==> config.mk <==
export PLATFORM = sky130hd
export DESIGN_NAME = brf_ctrl
export DESIGN_NICKNAME = d
export VERILOG_FILES = /design/src/rtl/brf_pkg.sv /design/src/rtl/brf_ctrl.sv
export SDC_FILE = /design/constraint.sdc
export NUM_CORES = 1
export LEC_CHECK = 0
export ABC_CLOCK_PERIOD_IN_PS = 2140
export CORE_AREA = 2 2 39 41
export CTS_CLUSTER_DIAMETER = 40
export CTS_CLUSTER_SIZE = 14
export DETAILED_ROUTE_END_ITERATION = 10
export DIE_AREA = 0 0 41 43
export DONT_BUFFER_PORTS = 1
export GPL_ROUTABILITY_DRIVEN = 0
export PLACE_DENSITY = 0.61
export SKIP_CTS_REPAIR_TIMING = 1
export SLEW_MARGIN = 30
export SYNTH_ARGS = -nofsm -noshare
export SYNTH_HDL_FRONTEND = slang
export SYNTH_SLANG_ARGS = --single-unit
==> constraint.sdc <==
create_clock -name i_clk -period 2.14 [get_ports i_clk]
set_input_delay 0.321 -clock i_clk [delete_from_list [all_inputs] [get_ports i_clk]]
set_output_delay 0.321 -clock i_clk [all_outputs]
set_load 0.01 [all_outputs]
==> src/rtl/brf_pkg.sv <==
`timescale 1ns / 1ps
// brf_pkg: widths, codes, state and handshake types, and the edge mask table
// shared by the bitplane rectangle fill modules. No dependencies.
package brf_pkg;

    localparam int STORE_WORDS_DEF = 4096;
    localparam int COORD_W         = 16;
    localparam int PITCH_W         = 8;
    localparam int WADDR_W         = 12;
    localparam int WORD_W          = 16;
    localparam int FUNC_W          = 2;
    localparam int STATUS_W        = 2;
    localparam int CFG_IDX_W       = 3;
    localparam int WORDS_W         = 13;
    localparam int ROWS_W          = 16;
    localparam int SEL_W           = 5;
    localparam int BASE_W          = 25;

    typedef enum logic [FUNC_W-1:0] {
        FN_FILL  = 2'd0,
        FN_READ  = 2'd1,
        FN_WRITE = 2'd2
    } t_func;

    typedef enum logic [STATUS_W-1:0] {
        ST_OK     = 2'd0,
        ST_EMPTY  = 2'd1,
        ST_BOUNDS = 2'd2
    } t_status;

    typedef enum logic [CFG_IDX_W-1:0] {
        CFG_TOP    = 3'd0,
        CFG_LEFT   = 3'd1,
        CFG_BOTTOM = 3'd2,
        CFG_RIGHT  = 3'd3,
        CFG_PITCH  = 3'd4
    } t_cfg_reg;

    typedef enum logic [3:0] {
        S_CLEAR,
        S_IDLE,
        S_CHECK,
        S_SETUP,
        S_ROW,
        S_RD,
        S_WR,
        S_NROW,
        S_WORD_RD,
        S_WORD_TAKE,
        S_WORD_WR,
        S_FINISH
    } t_state;

    typedef struct packed {
        logic clear;
        logic capture;
        logic check;
        logic setup;
        logic row_start;
        logic rd_fill;
        logic wr_fill;
        logic word_next;
        logic row_next;
        logic rd_word;
        logic rd_take;
        logic wr_word;
        logic load_out;
    } t_dp_cmd;

    typedef struct packed {
        logic clr_last;
        logic fill_rejected;
        logic base_in;
        logic addr_in;
        logic last_word;
        logic last_row;
    } t_dp_stat;

    function automatic logic [WORD_W-1:0] edge_mask(input logic [SEL_W-1:0] sel);
        logic [WORD_W-1:0] m;
        unique case (sel)
            5'd1:    m = 16'h0100;
            5'd2:    m = 16'h0300;
            5'd3:    m = 16'h0700;
            5'd4:    m = 16'h0f00;
            5'd5:    m = 16'h1f00;
            5'd6:    m = 16'h3f00;
            5'd7:    m = 16'h7f00;
            5'd8:    m = 16'hff00;
            5'd9:    m = 16'hff01;
            5'd10:   m = 16'hff03;
            5'd11:   m = 16'hff07;
            5'd12:   m = 16'hff0f;
            5'd13:   m = 16'hff1f;
            5'd14:   m = 16'hff3f;
            5'd15:   m = 16'hff7f;
            5'd16:   m = 16'hffff;
            5'd17:   m = 16'hffff;
            default: m = 16'h0000;
        endcase
        return m;
    endfunction

endpackage

==> src/rtl/brf_ctrl.sv <==
`timescale 1ns / 1ps
// brf_ctrl: sequencing state machine for clear, fill, word read and word write.
// Depends on brf_pkg; drives the brf_dp command struct.
module brf_ctrl (
    input  logic                         i_clk,
    input  logic                         i_rst_n,
    input  logic                         i_in_valid,
    output logic                         o_in_ready,
    input  logic [brf_pkg::FUNC_W-1:0]   i_func,
    output logic                         o_out_valid,
    input  logic                         i_out_ready,
    input  brf_pkg::t_dp_stat            i_stat,
    output brf_pkg::t_dp_cmd             o_cmd
);
    import brf_pkg::*;

    t_state  r_state;
    t_state  n_state;
    logic    r_out_valid;
    logic    n_out_valid;
    logic    c_accept;
    logic    c_out_free;
    t_dp_cmd c_cmd;

    assign c_accept   = i_in_valid && (r_state == S_IDLE);
    assign c_out_free = !r_out_valid || i_out_ready;

    always_comb begin
        n_state = r_state;
        unique case (r_state)
            S_CLEAR: begin
                if (i_stat.clr_last) n_state = S_IDLE;
            end
            S_IDLE: begin
                if (c_accept) begin
                    unique case (i_func)
                        FN_FILL:  n_state = S_CHECK;
                        FN_READ:  n_state = S_WORD_RD;
                        FN_WRITE: n_state = S_WORD_WR;
                        default:  n_state = S_FINISH;
                    endcase
                end
            end
            S_CHECK:     n_state = S_SETUP;
            S_SETUP:     n_state = i_stat.fill_rejected ? S_FINISH : S_ROW;
            S_ROW:       n_state = i_stat.base_in ? S_RD : S_FINISH;
            S_RD:        n_state = i_stat.addr_in ? S_WR : S_NROW;
            S_WR:        n_state = i_stat.last_word ? S_NROW : S_RD;
            S_NROW:      n_state = i_stat.last_row ? S_FINISH : S_ROW;
            S_WORD_RD:   n_state = S_WORD_TAKE;
            S_WORD_TAKE: n_state = S_FINISH;
            S_WORD_WR:   n_state = S_FINISH;
            S_FINISH: begin
                if (c_out_free) n_state = S_IDLE;
            end
            default:     n_state = S_IDLE;
        endcase
    end

    always_comb begin
        c_cmd = '0;
        unique case (r_state)
            S_CLEAR:     c_cmd.clear = 1'b1;
            S_IDLE:      c_cmd.capture = c_accept;
            S_CHECK:     c_cmd.check = 1'b1;
            S_SETUP:     c_cmd.setup = 1'b1;
            S_ROW:       c_cmd.row_start = i_stat.base_in;
            S_RD:        c_cmd.rd_fill = i_stat.addr_in;
            S_WR: begin
                c_cmd.wr_fill   = 1'b1;
                c_cmd.word_next = !i_stat.last_word;
            end
            S_NROW:      c_cmd.row_next = !i_stat.last_row;
            S_WORD_RD:   c_cmd.rd_word = 1'b1;
            S_WORD_TAKE: c_cmd.rd_take = 1'b1;
            S_WORD_WR:   c_cmd.wr_word = 1'b1;
            S_FINISH:    c_cmd.load_out = c_out_free;
            default:     c_cmd = '0;
        endcase
    end

    always_comb begin
        n_out_valid = r_out_valid;
        if (c_cmd.load_out) begin
            n_out_valid = 1'b1;
        end else if (i_out_ready) begin
            n_out_valid = 1'b0;
        end
    end

    always_ff @(posedge i_clk) begin
        if (!i_rst_n) begin
            r_state     <= S_CLEAR;
            r_out_valid <= 1'b0;
        end else begin
            r_state     <= n_state;
            r_out_valid <= n_out_valid;
        end
    end

    assign o_in_ready  = (r_state == S_IDLE);
    assign o_out_valid = r_out_valid;
    assign o_cmd       = c_cmd;

`ifndef NO_ASSERTIONS
    ap_wr_after_rd: assert property (@(posedge i_clk) disable iff (!i_rst_n)
        (r_state == S_WR) |-> ($past(r_state) == S_RD))
        else $error("fill write without preceding read");

    ap_result_from_finish: assert property (@(posedge i_clk) disable iff (!i_rst_n)
        $rose(r_out_valid) |-> ($past(r_state) == S_FINISH))
        else $error("result raised outside finish");
`endif

endmodule

### Word level (Yosys, flattened, before mapping)

Cells that the tools add are included.

| cells by class | value |
|---|---|
| reductions and logical operators | 10 |
| eq/ne operators | 16 |
| mux-type cells | 24 |

Operators with widths:

| cell | count |
|---|---|
| $pmux W4 S11 | 1 |
| $mux W4 | 6 |
| $eq A4 B3 Y1 const B | 4 |
| $eq A4 B4 Y1 const B | 4 |
| $mux W1 | 14 |
| $pmux W4 S3 | 1 |
| $eq A4 B2 Y1 const B | 2 |
| $eq A4 B1 Y1 const B | 1 |
| $logic_not A4 Y1 | 1 |
| $mux W2 | 2 |
| $ne A2 B2 Y1 const B | 2 |
| $logic_not A1 Y1 | 3 |
| $reduce_and A3 Y1 | 1 |
| $eq A2 B1 Y1 const B | 1 |
| $eq A2 B2 Y1 const B | 1 |
| $logic_not A2 Y1 | 1 |
| $ne A2 B1 Y1 const B | 1 |
| $reduce_bool A2 Y1 | 1 |
| $reduce_or A2 Y1 | 1 |
| $logic_and A1 B1 Y1 | 1 |
| $logic_or A1 B1 Y1 | 1 |

| word-level totals | value |
|---|---|
| register bits after elaboration | 5 |
| input bits | 12 |
| output and inout bits | 15 |

### Logic depth before layout (Yosys ltp)

Gate-level depths: netlist of the first run.

| depth | value |
|---|---|
| depth in word-level cells | 4 |
| mapped depth | 6 |
| gate-level depth less buffers | 4 |

### Least setup slack after synthesis of the first run

Ideal clock, no wire load.

| timing path | value |
|---|---|
| path type | register to output |
| from | register r_state[0] |
| to | output port o_cmd[8] (netlist bit) |
| data required time | 1.819 ns |
| arrival | 1.101 ns |
| path slack | 0.718 ns |
| path buffers | 1 |
| cell stages (with the launch flop) | 4 |
| cells stage by stage | dfxtp_1 > buf_4 > nand2b_1 > nor4b_1 |

RTL lines:

| what | RTL line | RTL |
|---|---|---|
| start: declaration | brf_ctrl.sv:17 | `t_state r_state;` |
| start signal: assignment | brf_ctrl.sv:96 | `r_state <= n_state;` |
| end: declaration | brf_ctrl.sv:13 | `output brf_pkg::t_dp_cmd o_cmd` |

==> results.md, run 1 <==
- Outcome: finished, final reports clean
- Clock slew at reported path FFs: 50 ps
- Slew headroom: 60.9%
- Largest net degree at the start of global routing: 19
- Post-synth top cells: nor3_1 (7), buf_6 (6), nand2_1 (6)
- Skew final: 5.35 ps
- Width of the die: 41 um
- Peak VDD IR: 0.000250 V
- Flop and latch count out of synthesis: 5
- Total negative setup slack: 0 ps
- LEAKAGE: 0.187 nW
- Slowest cell on the critical path: dfxtp_1
- CTS buffer count: 3
- Register area share after synthesis: 18.0%
- Mapped Cells: 73
- Startpoint types: register
- Cell taking the most area after synthesis: dfxtp_1
- Most numerous cell in the Yosys netlist: nor3_1
- Row cnt: 14
- Vias/cell: 5.52
- Height of the die: 43 um
- Slew @ Worst Pin: 578 ps
- Count of final max-slew check failures: 0
- Final setup vio count: 0
- Via count: 480
- CP max FO: 18
- Min cycle time layout: 1960 ps
- Yosys cell types: 28
- Root Buffer Master: clkbuf_4
- Layout cells sized above 1: 14.1%
- CP arrival: 1640 ps
- Global-route wire length before repair: 1690 um
- Core Box Area: 0.00138 sq mm
- Initial Util: 40.2%
- Vias in the first global route: 389
- Drt pass-1 iters: 2
- Synth top area cells: dfxtp_1 (18%), buf_6 (12%), nor3_1 (6.3%), nor4b_1 (4.7%), a21oi_1 (4.5%)
- Die area: 0.00176 sq mm
- Clock latency on the worst-skew pair: 240 ps
- Syn nets: 85
- Max_cap viols: 0
- CTS Buffer Depth: 2
- Total global routing overflow: 0
- CTS tree: done
- Crit-path cells: nand2_1 > nor4b_1
- Clock Sinks: 5
- Tightest Hold Check Type: input pin to register
- All-layer global routing usage: 13.9%
- Buf+Inv Stages, Crit Path: 0
- Final Hold Vio Count: 0
- Post-route insts no fill: 87
- Pwr Density: 496 mW/mm^2
- Area growth from synthesis to layout: -3.82%
- Worst Path Class, Setup: register to primary output
- # IOs: 27
- Number of flops mapped to enable cells by yosys: 0
- Leading register cell type out of synthesis: dfxtp_1
- Share of the synthesized area in the top cell type: 18.0%
- Total Wirelength: 1150 um
- DRT antenna net count: 0
- Required @ worst endpoint: 1820 ps
- Crit-path leading delay family: simple AND/OR/NAND/NOR gates
- Slowest Stage Delay on Critical Path: 650 ps
- DRC: 0
- F_max: 511 MHz
- Final Power: 0.266 mW
- Input/output buffers: 0
- Ys async rst share: 0%
- Initial antenna violation count: 0
- Hold Slack: 234 ps
- Mapped Area: 557 sq um
- N_diodes: 0
- Mean Syn Cell Area: 7.63 sq um
- Final #Nets: 84
- Crit. End Element: primary output
- DR WL/cell: 13.2 um
- Iter 0 DRT Violations: 5
- Dpl hpwl: 872 um
- Fin crit share: 91.4%
- H-tree depth: 1
- Dpl cells: 83
- RSZ-0062 raised after global routing: no
- Yosys warns: 0
==> where the power goes <==
| group | leakage, nW | internal [mW] | switching [mW] |
|---|---|---|---|
| sequential | 0.0406 | 0.0968 | 0.0138 |
| combinational | 0.131 | 0.0219 | 0.0236 |
| clock | 0.0150 | 0.0705 | 0.0390 |
| total | 0.187 | 0.189 | 0.0763 |
==> sequential cells by signal, summed over array words and instances (netlist names) <==
register,flops
r_state,4
o_out_valid,1
==> layout make-up <==
type                       instances  area (sq um)
clock buffer                       4          26.3
fill                             158           848
inverter                           3          11.3
multi-input combinational         57           363
sequential                         5           100
tap                               16          20.0
timing repair buffer               2          15.0
==> worst paths after layout <==
| kind | start | to | slack (ps) | cells after the start |
|---|---|---|---|---|
| min reg2reg | o_out_valid | o_out_valid | 570 | 2 |
| min | i_rst_n | r_state[2] | 230 | 1 |
| max reg2reg | r_state[0] | r_state[0] | 660 | 4 |
| max | r_state[0] | o_cmd[7] | 180 | 2 |
==> through the flow <==
| step | instance area (sq um) | util (%) | worst slack, ps |
|---|---|---|---|
| finish | 536 | 38.7 | 184 |
| global route | 536 | 38.7 | 97.6 |
| CTS | 536 | 38.7 | 185 |
| detailed placement | 509 | 36.8 | 449 |
| global placement | 509 | 36.8 | 490 |
| floorplan | 557 | - | 718 |
==> cell families after synthesis <==
family,count (synthesis),share of synthesized area [%]
AND/OR/NAND/NOR,37,40.7
buffers and inverters,11,16.9
flip-flops,5,18.0
AO/OA/AOI/OAI,19,22.7
multiplexers,1,1.80
==> layer usage <==
layer  wire length [um]  part of all wire, %  vias up  GRT usage [%]
met3                 83                  7.2        0           4.19
met5                  0                    0        -              0
li1                   -                    -      258              -
met1                550                   48      203           20.1
met4                  0                    0        0           6.00
met2                516                   45       19           18.4
==> cell usage in the layout (no fill, tap or decap), drive strengths merged, types with 2 or more instances in the layout <==
cell type	instances
nand2	6
inv	3
a21o	2
nor3b	2
dfxtp	5
nor3	8
nor2b	2
nor4b	3
nor4	2
nor2	5
nand2b	5
buf	2
a21oi	5
o21ai	7
clkbuf	4
(Power assumes the default switching activity.)
==> run 2: changes to the inputs <==
--- a/config.mk
+++ b/config.mk
@@ -5,7 +5,7 @@
 export SDC_FILE = /design/constraint.sdc
 export NUM_CORES = 1
 export LEC_CHECK = 0
-export ABC_CLOCK_PERIOD_IN_PS = 2140
+export ABC_CLOCK_PERIOD_IN_PS = 2380
 export CORE_AREA = 2 2 39 41
 export CTS_CLUSTER_DIAMETER = 40
 export CTS_CLUSTER_SIZE = 14
==> constraint.sdc (replaced) <==
create_clock -name i_clk -period 2.38 [get_ports i_clk]
set_input_delay 0 -clock i_clk [delete_from_list [all_inputs] [get_ports i_clk]]
set_output_delay 0 -clock i_clk [all_outputs]
set_load 0.01 [all_outputs]
==> run 2 against run 1 <==
Wire length increased by 3.0%. Setup slack improved by 490 ps. Via count up 6.9%. Clock-buffer cell count is the same. Sequential power down 9%. Die area did not move. Design area increased by 0.93%. Flip-flop and latch count did not move. Core utilization up 0.36 points. Largest cell class unchanged. Highest routed layer is now met4. Non-clock buffer count unchanged.
==> results.md, run 2 (synthesis gave the netlist of run 1 again) <==
- Tightest Hold Check Type: input pin to register (unchanged)
- N_diodes: 0 (unchanged)
- Core Box Area: 0.00138 sq mm (unchanged)
- R2r setup slk: 860 ps (was 660 ps)
- Clock Power Share: 40.1% (was 41.2%)
- DR WL/cell: 13.6 um (was 13.2 um)
- Width of the die: 41 um (unchanged)
- Total global routing overflow: 0 (unchanged)
- Clock Sinks: 5 (unchanged)
- RSZ-0062 raised after global routing: no (unchanged)
- Core Util, Final: 39.1% (was 38.7%)
- R2R depth: 4 (unchanged)
- Final Hold Vio Count: 0 (unchanged)
- All-layer global routing usage: 13.9% (about the same)
- Crit-path leading delay family: simple AND/OR/NAND/NOR gates (unchanged)
- Hold path startpoint: i_out_ready (was i_rst_n)
- Crit-path cells: nand2_1 > nor4b_1 (unchanged)
- DRT antenna net count: 0 (unchanged)
- CP max FO: 19 (was 18)
- Psw: 0.0667 mW (was 0.0763 mW)
- CTS Buffer Depth: 2 (unchanged)
- Internal: 0.171 mW (was 0.189 mW)
- Largest net degree at the start of global routing: 20 (was 19)
- Slowest cell on the critical path: dfxtp_1 (unchanged)
- Input/output buffers: 0 (unchanged)
- Area growth from synthesis to layout: -2.92% (was -3.82%)
- Layout cells sized above 1: 11.3% (was 14.1%)
- DRC: 0 (unchanged)
- Switching share of power: 28.0% (was 28.7%)
- Height of the die: 43 um (unchanged)
- Top reg by flops: r_state (unchanged)
- Initial antenna violation count: 0 (unchanged)
- Reg2reg end: r_state[3] (was r_state[0])
- Sequential share of power: 42.4% (was 41.6%)
- H-tree depth: 1 (unchanged)
- Outcome: finished, final reports clean (unchanged)
- Max FFs per register: 4 (unchanged)
- Required @ worst endpoint: 2380 ps (was 1820 ps)
- Slowest Stage Delay on Critical Path: 690 ps (was 650 ps)
- Initial Util: 40.2% (unchanged)
- Root Buffer Master: clkbuf_4 (unchanged)
- Count of final max-slew check failures: 0 (unchanged)
- Row cnt: 14 (unchanged)
- Total Wirelength: 1180 um (was 1150 um)
- Drt pass-1 iters: 4 (was 2)
- Via count: 513 (was 480)
- Fin crit share: 71.7%
- Slew @ Worst Pin: 639 ps (was 578 ps)
- Die area: 0.00176 sq mm (unchanged)
- CTS tree: done (unchanged)
- Skew final: 2.36 ps (was 5.35 ps)
- Vias/cell: 5.90 (was 5.52)
- Clock slew at reported path FFs: 40 ps (was 50 ps)
- Hold worst-path end: o_out_valid (was r_state[2])
- Iter 0 DRT Violations: 4 (was 5)
- CP arrival: 1710 ps (was 1640 ps)
- Slew headroom: 57.3% (was 60.9%)
- Worst Path Class, Setup: register to primary output (unchanged)
- Min cycle time layout: 1710 ps
- Global-route wire length before repair: 1660 um (was 1690 um)
- Crit. End Element: primary output (unchanged)
- F_max: 586 MHz
- Final #Nets: 84 (unchanged)
- Startpoint types: register (unchanged)
- Most frequent cells in the layout: nor3_1 (7), nand2_1 (6), nor2_1 (5), a21oi_1 (5), dfxtp_1 (5) (unchanged)
- # IOs: 27 (unchanged)
- Combinational share of power: 17.5% (was 17.1%)
- CTS buffer count: 3 (unchanged)
- Hold path cells: 2 (was 1)
- Peak VDD IR: 0.000219 V (was 0.000250 V)
- Commonest non-fill, non-tap cell in the layout: nor3_1 (unchanged)
- LEAKAGE: 0.184 nW (was 0.187 nW)
- Final setup vio count: 0 (unchanged)
- Buf+Inv Stages, Crit Path: 0 (unchanged)
- Dpl hpwl: 850 um (was 872 um)
- Reg-to-Reg Start: r_state[2] (was r_state[0])
- Max_cap viols: 0 (unchanged)
- Clock latency on the worst-skew pair: 240 ps (about the same)
- Hold Slack: 1.43 ps (was 234 ps)
- Pwr Density: 441 mW/mm^2 (was 496 mW/mm^2)
- Total negative setup slack: 0 ps (unchanged)
- Vias in the first global route: 424 (was 389)
## run 2: routing by layer
| metal | track usage (%) | vias up | routed length (um) |
|---|---|---|---|
| li1 | - | 260 | - |
| met1 | 16.4 | 229 | 535 |
| met2 | 20.0 | 22 | 547 |
| met3 | 2.62 | 2 | 86 |
| met4 | 12.0 | 0 | 12 |
| met5 | 0 | - | 0 |
## run 2: stage by stage
stage | instance area, sq um | worst slack, ps | cells | total power, mW
floorplan | 557 | 1270 | 73 | 0.144
global placement | 494 | 884 | 81 | 0.142
detailed placement | 494 | 867 | 81 | 0.142
CTS | 520 | 665 | 85 | 0.242
global route | 541 | 479 | 87 | 0.254
finish | 541 | 674 | 87 | 0.238
## run 2: power by group through the flow
stage	Clock [mW]	Sequential, mW	Combinational, mW
after floorplan	0	0.0899	0.0543
after global placement	0	0.102	0.0399
after detailed placement	0	0.102	0.0396
after CTS	0.102	0.101	0.0397
after global routing	0.104	0.102	0.0474
final	0.0955	0.101	0.0417
## run 2: final cells by class
| class | count | area (sq um) |
|---|---|---|
| Clock buffer | 4 | 26.3 |
| Fill cell | 167 | 843 |
| Inverter | 3 | 11.3 |
| Multi-Input combinational cell | 57 | 363 |
| Sequential cell | 5 | 100 |
| Tap cell | 16 | 20.0 |
| Timing Repair Buffer | 2 | 20.0 |
## run 2: worst register-to-register path, cell delays in order, from the launching register on
cell and delay (ps):
dfxtp_1 690, nand4b_1 230, nor2_1 90, nor3_1 280, a21oi_1 110
## run 2: worst max-delay path by stage
stage	from	endpoint	slack, ps	depth (start not counted)
6_report	r_state[2]	o_cmd[7]	670	2
5_1_grt	r_state[2]	o_cmd[8]	480	2
4_1_cts	r_state[2]	o_cmd[7]	660	2
3_5_place_dp	r_state[0]	r_state[0]	870	4
3_3_place_gp	r_state[0]	r_state[0]	880	4
2_1_floorplan	r_state[1]	r_state[0]	1270	4
==> run 3: changes to the inputs <==
--- a/config.mk
+++ b/config.mk
@@ -5,7 +5,7 @@
 export SDC_FILE = /design/constraint.sdc
 export NUM_CORES = 1
 export LEC_CHECK = 0
-export ABC_CLOCK_PERIOD_IN_PS = 2380
+export ABC_CLOCK_PERIOD_IN_PS = 1410
 export CORE_AREA = 2 2 39 41
 export CTS_CLUSTER_DIAMETER = 40
 export CTS_CLUSTER_SIZE = 14
@@ -13,7 +13,7 @@
 export DIE_AREA = 0 0 41 43
 export DONT_BUFFER_PORTS = 1
 export GPL_ROUTABILITY_DRIVEN = 0
-export PLACE_DENSITY = 0.61
+export PLACE_DENSITY = 0.63
 export SKIP_CTS_REPAIR_TIMING = 1
 export SLEW_MARGIN = 30
 export SYNTH_ARGS = -nofsm -noshare
==> constraint.sdc (replaced) <==
create_clock -name i_clk -period 1.41 [get_ports i_clk]
set_input_delay 0 -clock i_clk [delete_from_list [all_inputs] [get_ports i_clk]]
set_output_delay 0 -clock i_clk [all_outputs]
set_load 0.01 [all_outputs]
==> run 3 against run 2 <==
The flow now finishes with violations (hold timing). Register-to-register slack got worse by 750 ps. Design area up 24%. Die area did not move. First-iteration DRC count up 50%. Critical path depth grew 1. Non-clock buffer count is 12 higher. Combinational power rose to 2.9 times the previous value. Critical endpoint is now o_cmd[3].
==> results.md, run 3 (synthesis gave the netlist of run 1 again) <==
- CP max FO: 9 (was 19)
- DR WL/cell: 13.5 um (was 13.6 um)
- Final Hold Vio Count: 1 (was 0)
- Clock slew at reported path FFs: 40 ps (about the same)
- N_diodes: 0 (unchanged)
- Combinational share of power: 26.8% (was 17.5%)
- Tightest Hold Check Type: input pin to register (unchanged)
- Slew @ Worst Pin: 393 ps (was 639 ps)
- F_max: 729 MHz
- Internal: 0.314 mW (was 0.171 mW)
- M3 GR Usage: 7.33% (was 2.62%)
- CTS Buffer Depth: 2 (unchanged)
- Post-DP Area: 569 sq um (was 494 sq um)
- Critical path capture point: o_cmd[3] (was o_cmd[7])
- Crit. End Element: primary output (unchanged)
- Peak VDD IR: 0.000394 V (was 0.000219 V)
- Psw: 0.130 mW (was 0.0667 mW)
- Skew final: 4.59 ps (was 2.36 ps)
- Fillers: 138 (was 167)
- R2r setup slk: 110 ps (was 860 ps)
- Drt pass-1 iters: 4 (unchanged)
- All-layer global routing usage: 16.0% (was 13.9%)
- Min cycle time layout: 1370 ps
- Slew headroom: 73.6% (was 57.3%)
- Gr busiest metal: met2 (unchanged)
- Dpl hpwl: 1000 um (was 850 um)
- Core Box Area: 0.00138 sq mm (unchanged)
- Routing usage on met1: 19.0% (was 16.4%)
- CP arrival: 1370 ps (was 1710 ps)
- Met2 Use GR: 24.1% (was 20.0%)
- Global-route wire length before repair: 1880 um (was 1660 um)
- Input/output buffers: 0 (unchanged)
- Row cnt: 14 (unchanged)
- Die area: 0.00176 sq mm (unchanged)
- CP startpoint: r_state[3] (was r_state[2])
- Max_cap viols: 0 (unchanged)
- Failing checks: hold timing
- Fin crit share: 97.3%
- Outcome: complete, but fails checks (was finished, final reports clean)
- Core Util, Final: 48.3% (was 39.1%)
- Clock latency on the worst-skew pair: 240 ps (about the same)
- Count of final max-slew check failures: 0 (unchanged)
- Slowest cell on the critical path: dfxtp_1 (unchanged)
- Worst Path Class, Setup: register to primary output (unchanged)
- H-tree depth: 1 (unchanged)
- Iter 0 DRT Violations: 6 (was 4)
- Max FFs per register: 4 (unchanged)
- R2R depth: 4 (unchanged)
- Sequential share of power: 35.5% (was 42.4%)
- Crit-path cells: buf_4 > nand2b_1 > nor3_1 (was nand2_1 > nor4b_1)
- Final setup vio count: 0 (unchanged)
- Pwr Density: 664 mW/mm^2 (was 441 mW/mm^2)
- DRC: 0 (unchanged)
- Commonest non-fill, non-tap cell in the layout: buf_4 (was nor3_1)
- Reg-to-Reg Start: r_state[3] (was r_state[2])
- Final Power: 0.444 mW (was 0.238 mW)
- Required @ worst endpoint: 1410 ps (was 2380 ps)
- Slowest Stage Delay on Critical Path: 510 ps (was 690 ps)
- Post-layout worst setup margin: 38.1 ps (was 674 ps)
- LEAKAGE: 0.253 nW (was 0.184 nW)
- Clock Power Share: 37.7% (was 40.1%)
- Clock Sinks: 5 (unchanged)
- Pre-CTS worst setup slack: 76.0 ps (was 867 ps)
- Vias/cell: 5.48 (was 5.90)
- # IOs: 27 (unchanged)
- Initial antenna violation count: 0 (unchanged)
- DRT antenna net count: 0 (unchanged)
- Layout cells sized above 1: 31.3% (was 11.3%)
- Final #Nets: 96 (was 84)
- Width of the die: 41 um (unchanged)
- Height of the die: 43 um (unchanged)
- Area growth from synthesis to layout: 20.0% (was -2.92%)
- Reg2reg end: r_state[1] (was r_state[3])
- CTS buffer count: 3 (unchanged)
- Vias in the first global route: 460 (was 424)
- Most frequent cells in the layout: buf_4 (11), nor3_1 (7), nand2_1 (6), nor2_1 (5), a21oi_1 (5) (was nor3_1 (7), nand2_1 (6), nor2_1 (5), a21oi_1 (5), dfxtp_1 (5))
- Switching share of power: 29.3% (was 28.0%)
- Final instance area: 668 sq um (was 541 sq um)
- Hold Slack: -8.54 ps (was 1.43 ps)
- Total global routing overflow: 0 (unchanged)
- Initial Util: 40.2% (unchanged)
- Total Wirelength: 1340 um (was 1180 um)
- Startpoint types: register (unchanged)
- Root Buffer Master: clkbuf_4 (unchanged)
- Top reg by flops: r_state (unchanged)
- Largest net degree at the start of global routing: 16 (was 20)
- Via count: 543 (was 513)
- CTS tree: done (unchanged)
[run 3: cell count changes in the layout (fill, tap and decap cells not counted), sizes merged]
cell / previous run / this run
buf: 0 / 12
[run 3: worst min-delay path by stage]
| stage | from | to | slack (ps) | cells after the start |
|---|---|---|---|---|
| after floorplan | i_stat[0] | o_cmd[4] | 50 | 1 |
| after global placement | i_stat[1] | o_cmd[5] | 60 | 1 |
| after detailed placement | i_stat[1] | o_cmd[5] | 60 | 1 |
| after CTS | i_rst_n | r_state[0] | -100 | 2 |
| after global routing | i_out_ready | o_out_valid | 7 | 2 |
| final | i_out_ready | o_out_valid | -9 | 2 |
[run 3: area by class of cell]
type | instances | area, sq um | area share (%)
Inverter | 3 | 11.3 | 1.69
Timing Repair Buffer | 14 | 114 | 17.0
Multi-Input combinational cell | 57 | 392 | 58.6
Sequential cell | 5 | 105 | 15.7
Tap cell | 16 | 20.0 | 3.00
Clock buffer | 4 | 26.3 | 3.93
[run 3: per-stage QoR]
stage	TNS, ps	instances
6_report	0	99
5_1_grt	-38.0	99
4_1_cts	-520	95
3_5_place_dp	0	91
3_3_place_gp	0	91
2_1_floorplan	0	73
[run 3: power by group through the flow]
stage          combinational [mW]  sequential, mW  clock (mW)
2_1_floorplan              0.0916           0.152           0
3_3_place_gp                0.101           0.161           0
3_5_place_dp                0.101           0.161           0
4_1_cts                     0.102           0.158       0.172
5_1_grt                     0.130           0.158       0.187
6_report                    0.119           0.157       0.167
[run 3: metal layers]
metal  wire length [um]  vias to the layer above
li1                   -                      284
met4                  0                        0
met3                 79                        0
met1                562                      247
met2                694                       12
met5                  0                        -
[run 3: worst max-delay path: cells and delay by family (launching register included)]
| family | cells | cell delay [ps] |
|---|---|---|
| flops | 1 | 510 |
| simple gates | 2 | 380 |
| buf+inv | 1 | 240 |
